## src/rtl/dvs_pkg.sv

```systemverilog
`default_nettype none

package dvs_pkg;

    localparam int N_ENTRIES = 64;
    localparam int IDX_W     = $clog2(N_ENTRIES);
    localparam int CNT_W     = $clog2(N_ENTRIES + 1);
    localparam int VAL_W     = 32;

    typedef logic signed [VAL_W-1:0] value_t;

    typedef enum logic [1:0] {
        OP_ADD    = 2'd0,
        OP_REMOVE = 2'd1,
        OP_LOOKUP = 2'd2
    } op_t;

    typedef enum logic [2:0] {
        STS_ADDED     = 3'd0,
        STS_ALREADY   = 3'd1,
        STS_FULL      = 3'd2,
        STS_REMOVED   = 3'd3,
        STS_NOT_FOUND = 3'd4,
        STS_PRESENT   = 3'd5,
        STS_ABSENT    = 3'd6
    } status_t;

    typedef enum logic [1:0] {
        ST_IDLE,
        ST_CMP,
        ST_EXEC
    } state_t;

    // Broadcast command from the controller to every cell.
    typedef struct packed {
        logic add_en;
        logic rem_en;
    } cell_cmd_t;

endpackage

`default_nettype wire

```

## src/rtl/dvs_cell.sv

```systemverilog
`default_nettype none

module dvs_cell (
    input  wire logic               clk,
    input  wire dvs_pkg::value_t    key,
    input  wire dvs_pkg::cell_cmd_t cmd,
    input  wire logic               write_sel,
    input  wire dvs_pkg::value_t    up_data,
    input  wire logic               seen_in,
    output logic                    seen_out,
    output dvs_pkg::value_t         entry,
    output logic                    match
);
    import dvs_pkg::*;

    value_t entry_reg;
    value_t entry_next;
    logic   match_reg;
    logic   shift_here;

    // On a remove, a cell at or above the matching one takes its upper neighbor's value.
    assign seen_out   = seen_in | match_reg;
    assign shift_here = cmd.rem_en & seen_out;

    always_comb
    begin
        entry_next = entry_reg;
        if (cmd.add_en && write_sel)
        begin
            entry_next = key;
        end
        else if (shift_here)
        begin
            entry_next = up_data;
        end
    end

    always_ff @(posedge clk)
    begin
        entry_reg <= entry_next;
        match_reg <= (entry_reg == key);
    end

    assign entry = entry_reg;
    assign match = match_reg;

endmodule

`default_nettype wire

```

## src/rtl/dvs_ctrl.sv

```systemverilog
`default_nettype none

module dvs_ctrl (
    input  wire logic                            clk,
    input  wire logic                            rst_n,
    input  wire logic                            s_axis_tvalid,
    output logic                                 s_axis_tready,
    input  wire logic [31:0]                     s_axis_tdata,
    input  wire logic [1:0]                      s_axis_tuser,
    input  wire logic                            cfg_valid,
    output logic                                 cfg_ready,
    input  wire logic [6:0]                      cfg_data,
    output logic                                 m_axis_tvalid,
    input  wire logic                            m_axis_tready,
    output logic [15:0]                          m_axis_tdata,
    output logic [2:0]                           m_axis_tuser,
    input  wire logic [dvs_pkg::N_ENTRIES-1:0]   match_vec,
    output dvs_pkg::value_t                      key,
    output dvs_pkg::cell_cmd_t                   cmd,
    output logic [dvs_pkg::N_ENTRIES-1:0]        write_sel
);
    import dvs_pkg::*;

    state_t              state_reg;
    state_t              state_next;
    value_t              key_reg;
    op_t                 op_reg;
    logic [CNT_W-1:0]    count_reg;
    logic [CNT_W-1:0]    count_next;
    logic [CNT_W-1:0]    cap_reg;
    logic [CNT_W-1:0]    limit;
    logic                out_valid_reg;
    status_t             out_status_reg;
    logic [IDX_W-1:0]    out_pos_reg;
    logic [CNT_W-1:0]    out_count_reg;

    logic [N_ENTRIES-1:0] valid_mask;
    logic [N_ENTRIES-1:0] hit;
    logic                 found;
    logic [IDX_W-1:0]     hit_pos;
    status_t              status;
    logic [IDX_W-1:0]     pos;
    logic                 add_do;
    logic                 rem_do;
    logic                 exec_go;
    logic                 in_xfer;

    assign cfg_ready = 1'b1;
    assign exec_go   = (state_reg == ST_EXEC) && (!out_valid_reg || m_axis_tready);
    assign s_axis_tready = (state_reg == ST_IDLE) || exec_go;
    assign in_xfer   = s_axis_tvalid && s_axis_tready;

    always_comb
    begin
        for (int i = 0; i < N_ENTRIES; i++)
        begin
            valid_mask[i] = (CNT_W'(i) < count_reg);
            write_sel[i]  = (CNT_W'(i) == count_reg);
        end
    end

    assign hit   = match_vec & valid_mask;
    assign found = |hit;

    // Held values are distinct, so at most one bit of hit is set.
    always_comb
    begin
        hit_pos = '0;
        for (int i = 0; i < N_ENTRIES; i++)
        begin
            if (hit[i])
            begin
                hit_pos = hit_pos | IDX_W'(i);
            end
        end
    end

    assign limit = (cap_reg > CNT_W'(N_ENTRIES)) ? CNT_W'(N_ENTRIES) : cap_reg;

    always_comb
    begin
        status     = STS_ABSENT;
        pos        = '0;
        add_do     = 1'b0;
        rem_do     = 1'b0;
        count_next = count_reg;
        case (op_reg)
            OP_ADD:
            begin
                if (found)
                begin
                    status = STS_ALREADY;
                    pos    = hit_pos;
                end
                else if (count_reg >= limit)
                begin
                    status = STS_FULL;
                end
                else
                begin
                    status     = STS_ADDED;
                    pos        = count_reg[IDX_W-1:0];
                    add_do     = 1'b1;
                    count_next = count_reg + CNT_W'(1);
                end
            end
            OP_REMOVE:
            begin
                if (found)
                begin
                    status     = STS_REMOVED;
                    pos        = hit_pos;
                    rem_do     = 1'b1;
                    count_next = count_reg - CNT_W'(1);
                end
                else
                begin
                    status = STS_NOT_FOUND;
                end
            end
            default:
            begin
                if (found)
                begin
                    status = STS_PRESENT;
                    pos    = hit_pos;
                end
                else
                begin
                    status = STS_ABSENT;
                end
            end
        endcase
    end

    assign cmd.add_en = exec_go && add_do;
    assign cmd.rem_en = exec_go && rem_do;
    assign key        = key_reg;

    always_comb
    begin
        state_next = state_reg;
        unique case (state_reg)
            ST_IDLE:
            begin
                if (in_xfer)
                begin
                    state_next = ST_CMP;
                end
            end
            ST_CMP:
            begin
                state_next = ST_EXEC;
            end
            ST_EXEC:
            begin
                if (exec_go)
                begin
                    state_next = in_xfer ? ST_CMP : ST_IDLE;
                end
            end
            default:
            begin
                state_next = ST_IDLE;
            end
        endcase
    end

    always_ff @(posedge clk or negedge rst_n)
    begin
        if (!rst_n)
        begin
            state_reg     <= ST_IDLE;
            count_reg     <= '0;
            cap_reg       <= CNT_W'(N_ENTRIES);
            out_valid_reg <= 1'b0;
        end
        else
        begin
            state_reg <= state_next;
            if (cfg_valid && cfg_ready)
            begin
                cap_reg <= cfg_data;
            end
            if (exec_go)
            begin
                count_reg     <= count_next;
                out_valid_reg <= 1'b1;
            end
            else if (m_axis_tready)
            begin
                out_valid_reg <= 1'b0;
            end
        end
    end

    always_ff @(posedge clk)
    begin
        if (in_xfer)
        begin
            key_reg <= s_axis_tdata;
            op_reg  <= op_t'(s_axis_tuser);
        end
        if (exec_go)
        begin
            out_status_reg <= status;
            out_pos_reg    <= pos;
            out_count_reg  <= count_next;
        end
    end

    assign m_axis_tvalid = out_valid_reg;
    assign m_axis_tuser  = out_status_reg;
    assign m_axis_tdata  = {3'b000, out_count_reg, out_pos_reg};

    a_count_bound: assert property (@(posedge clk) disable iff (!rst_n)
        count_reg <= CNT_W'(N_ENTRIES))
        else $error("held count exceeds table size");

    a_single_hit: assert property (@(posedge clk) disable iff (!rst_n)
        (state_reg == ST_EXEC) |-> $onehot0(hit))
        else $error("value held in more than one entry");

    a_add_grows: assert property (@(posedge clk) disable iff (!rst_n)
        cmd.add_en |=> (count_reg == $past(count_reg) + CNT_W'(1)))
        else $error("add did not advance count");

    a_rem_nonempty: assert property (@(posedge clk) disable iff (!rst_n)
        cmd.rem_en |-> (count_reg != '0))
        else $error("remove issued on empty set");

    a_result_follows_exec: assert property (@(posedge clk) disable iff (!rst_n)
        exec_go |=> out_valid_reg)
        else $error("result register not loaded");

endmodule

`default_nettype wire

```

## src/rtl/bounded_distinct_value_set_core.sv

```systemverilog
// A result is registered on m_axis after its input passes the compare state (the
// compare in the cells) and the execute state (acting on it); a new input transfer
// is taken while the last operation executes. A stalled result holds the next operation
// after its compare and blocks further input transfers until the result is taken.
// Every cell compares the key in parallel; remove shifts the upper cells down all at once.
// Reset (rst_n low, asynchronous) empties the set and sets the capacity limit to 64.
`default_nettype none

module bounded_distinct_value_set_core (
    input  wire logic        clk,
    input  wire logic        rst_n,
    input  wire logic        s_axis_tvalid,
    output logic             s_axis_tready,
    input  wire logic [31:0] s_axis_tdata,   // [31:0] value
    input  wire logic [1:0]  s_axis_tuser,   // [1:0] operation
    input  wire logic        cfg_valid,
    output logic             cfg_ready,
    input  wire logic [6:0]  cfg_data,
    output logic             m_axis_tvalid,
    input  wire logic        m_axis_tready,
    output logic [15:0]      m_axis_tdata,   // [5:0] position, [12:6] count, [15:13] zero
    output logic [2:0]       m_axis_tuser    // [2:0] status
);
    import dvs_pkg::*;

    value_t               key;
    cell_cmd_t            cmd;
    logic [N_ENTRIES-1:0] write_sel;
    logic [N_ENTRIES-1:0] match_vec;
    logic [N_ENTRIES:0]   seen;
    value_t               entry_w [N_ENTRIES];

    assign seen[0] = 1'b0;

    dvs_ctrl u_ctrl (
        .clk           (clk),
        .rst_n         (rst_n),
        .s_axis_tvalid (s_axis_tvalid),
        .s_axis_tready (s_axis_tready),
        .s_axis_tdata  (s_axis_tdata),
        .s_axis_tuser  (s_axis_tuser),
        .cfg_valid     (cfg_valid),
        .cfg_ready     (cfg_ready),
        .cfg_data      (cfg_data),
        .m_axis_tvalid (m_axis_tvalid),
        .m_axis_tready (m_axis_tready),
        .m_axis_tdata  (m_axis_tdata),
        .m_axis_tuser  (m_axis_tuser),
        .match_vec     (match_vec),
        .key           (key),
        .cmd           (cmd),
        .write_sel     (write_sel)
    );

    for (genvar i = 0; i < N_ENTRIES; i++)
    begin : g_cell
        value_t up_data;

        if (i == N_ENTRIES - 1)
        begin : g_top
            assign up_data = entry_w[i];
        end
        else
        begin : g_mid
            assign up_data = entry_w[i+1];
        end

        dvs_cell u_cell (
            .clk       (clk),
            .key       (key),
            .cmd       (cmd),
            .write_sel (write_sel[i]),
            .up_data   (up_data),
            .seen_in   (seen[i]),
            .seen_out  (seen[i+1]),
            .entry     (entry_w[i]),
            .match     (match_vec[i])
        );
    end

endmodule

`default_nettype wire
```

## config.mk

```make
export PLATFORM = sky130hd
export DESIGN_NAME = bounded_distinct_value_set_core
export DESIGN_NICKNAME = d
export VERILOG_FILES = /design/src/rtl/dvs_pkg.sv /design/src/rtl/dvs_cell.sv /design/src/rtl/dvs_ctrl.sv /design/src/rtl/bounded_distinct_value_set_core.sv
export SDC_FILE = /design/constraint.sdc
export NUM_CORES = 2
export LEC_CHECK = 0
export CORE_MARGIN = 5
export CORE_UTILIZATION = 65
export DETAILED_ROUTE_END_ITERATION = 16
export DONT_BUFFER_PORTS = 1
export PLACE_DENSITY_LB_ADDON = 0.1
export SETUP_SLACK_MARGIN = 0.05
export SYNTH_ARGS = -nofsm -noshare
export SYNTH_HDL_FRONTEND = slang
export SYNTH_SLANG_ARGS = --single-unit
```

## constraint.sdc

```tcl
create_clock -name clk -period 7.3 [get_ports clk]
set_clock_uncertainty 0.15 [all_clocks]
set_input_delay 1.095 -clock clk [delete_from_list [all_inputs] [get_ports clk]]
set_output_delay 1.095 -clock clk [all_outputs]
set_load 0.1 [all_outputs]
```

==> flow_summary.yaml <==
floorplan:
  coreArea_um2: 180700
  io_pins: 68
  std_cell_rows: 156
  fp.dieH_um: 436.0
  fp.dieArea_um2: 190100
  initial_core_util: 0.6528
  die_width_um: 436.0
clock_tree:
  cts.reportedPaths.clkPinSlew_ps: 60
  tritoncts.num_buffers: 220
  cts_sinks: 2179
  clock_tree_from_tritoncts: "done"
  clk_root_buffer_cell: "clkbuf_16"
  clock_tree.buffer_depth: 3
  maximum_level_of_the_cts_h_tree: 4
  insertion_delay_ps: 880
  postCtsSetupBuffers: 0
  hold_bufs_at_cts: 2
  post_cts.resized_instances: 0
drt:
  ant_nets: 0
  route.final.wire_length_um: 313500
  vias: 68000
  average_wire_per_standard_cell_um: 29.61
  drt-pass1-iter-count: 6
  dr.first_iter.drc_count: 7204
  vias_per_cell: 6.421
  remaining_drc_errors: 0
logic_synthesis:
  biggest_area_consumer_among_synthesized_cells: "edfxtp_1"
  number_of_synthesized_flops_with_an_enable_pin: 2098
  syn_inst: 8297
  yosys_most_used_dff: "edfxtp_1"
  synth.most_common_cell: "edfxtp_1"
  number_of_storage_elements_in_the_synthesis_netlist: 2179
  synth_area_leaders: "edfxtp_1 (53%), mux2_2 (17%), xor2_1 (15%)"
  synth.distinct_cells: 82
  synth.top_cells.by_count: "edfxtp_1 (2098), xor2_1 (2049), mux2_2 (1804)"
  synth_top_area_frac: 0.5340
  postSynth.asyncResetShare: 0.007802
  mappedNetlistArea_um2: 118000
  ys_warn_count: 0
  synth_area_per_cell_um2: 14.22
  ys_seq_area_frac: 0.5484
timing:
  timing.final.hold_violations: 0
  finalSetupViolations: 0
  unrepaired_setup_endpoints_after_global_routing: "no"
  relSlewSlack: 0.1011
  finalMaxSlewViolations: 0
  fmax_mhz: 168.3
  final_period_minus_worst_setup_slack_ps: 5941
  fin_crit_sh: 0.8138
  worst_hold_slack_ps: 152.4
  tightest_slew_ps: 1347
  fin_tns_setup_ps: 0
setup_path:
  rr_startpoint: "u_ctrl.count_reg[3]"
  worstReg2RegEnd: "g_cell[33].u_cell.entry[17]"
  critical_path.startpoint_type: "flip-flop"
  cp_max_fo: 25
  worst_setup_path_startpoint: "u_ctrl.count_reg[3]"
  critPathRequiredTime_ps: 7770
  critPathArrivalTime_ps: 6410
  criticalPathCategory: "reg2reg"
  worst-r2r-setup-slack_ps: 1360
  worst-r2r-cell-count: 11
  critical_path_sink: "g_cell[33].u_cell.entry[17]"
  worstSetupEndpointType: "flip-flop"
layout:
  final_nets: 8081
  area_delta_synth_final_pct: 7.461
  drive_above_1_share: 0.3152
  post-route-util: 0.7015
  largest_reg_flops: 2048
pwr:
  p_per_area_nw_per_um2: 214.1
  total_power_uw: 27140
  ir_worst_vdd_v: 0.0002282
  power.static_leakage_uw: 0.04448
min_path:
  worst_hold_path_type: "in2reg"
  hold_path_depth: 1
placement:
  dpl.hpwl_um: 206700
  placement.io_buffers: 0
  gpl.final_weighted_congestion: 0.9534
job:
  maxCapViolCount: 0
grt:
  grt_antenna_before_repair: 8
  grt_pass1_wl_um: 464600
  first_global_vias: 69100
  grt_usage: 0.3250
  globalRoute.totalOverflow: 0
  grt_start_max_net_pins: 102
run_status:
  outcome: "finished, final reports clean"
[area by class of cell]
type | instances | area (um2)
diodes | 4 | 10.01
clock buffers | 305 | 6108
clock inverters | 112 | 1021
fillers | 12120 | 53950
inverters | 18 | 67.56
multi-input cells | 5378 | 49800
flip-flops and latches | 2179 | 64710
well taps | 2370 | 2965
repair buffers | 224 | 2110
[metrics by stage]
step	instances	worst slack [ps]	instance area, um2
floorplan	8299	2003	118000
global placement	10170	1520	119600
detailed placement	10170	1464	119600
CTS	10590	1482	126800
global route	10590	1099	126800
finish	10590	1359	126800
[worst min path at each step]
stage / startpoint / to / slack [ps]
finish: cfg_valid / u_ctrl.cap_reg[6] / 150
global route: cfg_valid / u_ctrl.cap_reg[6] / 100
CTS: cfg_valid / u_ctrl.cap_reg[6] / 80
detailed placement: u_ctrl.state_reg[0] / u_ctrl.state_reg[1] / 330
global placement: u_ctrl.state_reg[0] / u_ctrl.state_reg[1] / 320
floorplan: u_ctrl.key[0] / g_cell[63].u_cell.entry[0] / 270
[per-layer routing]
layer | GRT usage | wire length (um) | part of all wire
met1 | 0.4606 | 133100 | 0.42
met2 | 0.5070 | 143400 | 0.46
met3 | 0.06395 | 25410 | 0.081
met4 | 0.1126 | 11560 | 0.037
met5 | 0 | 44 | 0.00014
[logic make-up (layout without fill, tap and decap cells)]
family,Yosys count,after routing,synth area share
flip-flops,2179,2179,0.5484
XOR/XNOR,2056,2056,0.1526
multiplexers,2027,2027,0.1987
AND/OR/NAND/NOR,1076,1076,0.05740
buffers and inverters,742,659,0.03024
AO/OA/AOI/OAI,201,201,0.01107
adder cells (fa/ha/maj),14,14,0.001485
other,2,8,0.00006365
[worst max-delay path, stage by stage, from the launching register on]
cell     delay (ps)
dfrtp_1         620
buf_4           380
nor2_2          980
nand2_1         210
a22oi_1         490
and3_1          330
nand2_1         180
nor4_4          390
buf_4           520
and3_1          650
buf_4           380
mux2_2          380
[placed cells by master, fill, tap and decap left out, types with 102 or more instances in the layout]
| cell | netlist | final |
|---|---|---|
| buf_4 | 35 | 189 |
| clkbuf_16 | 0 | 223 |
| edfxtp_1 | 2098 | 2098 |
| mux2_2 | 1804 | 1804 |
| mux2_4 | 165 | 165 |
| nand2_1 | 105 | 105 |
| nand4_1 | 142 | 142 |
| nor2_1 | 104 | 102 |
| nor4_1 | 531 | 529 |
| xor2_1 | 2049 | 2049 |
[power breakdown]
part | total [uW] | internal (uW) | switching (uW) | leakage [uW]
logic | 2210 | 595 | 1610 | 0.0214
registers | 13800 | 13600 | 174 | 0.0196
clock network | 11200 | 6360 | 4820 | 0.00351
No activity file was read; power rests on OpenSTA's default activity.
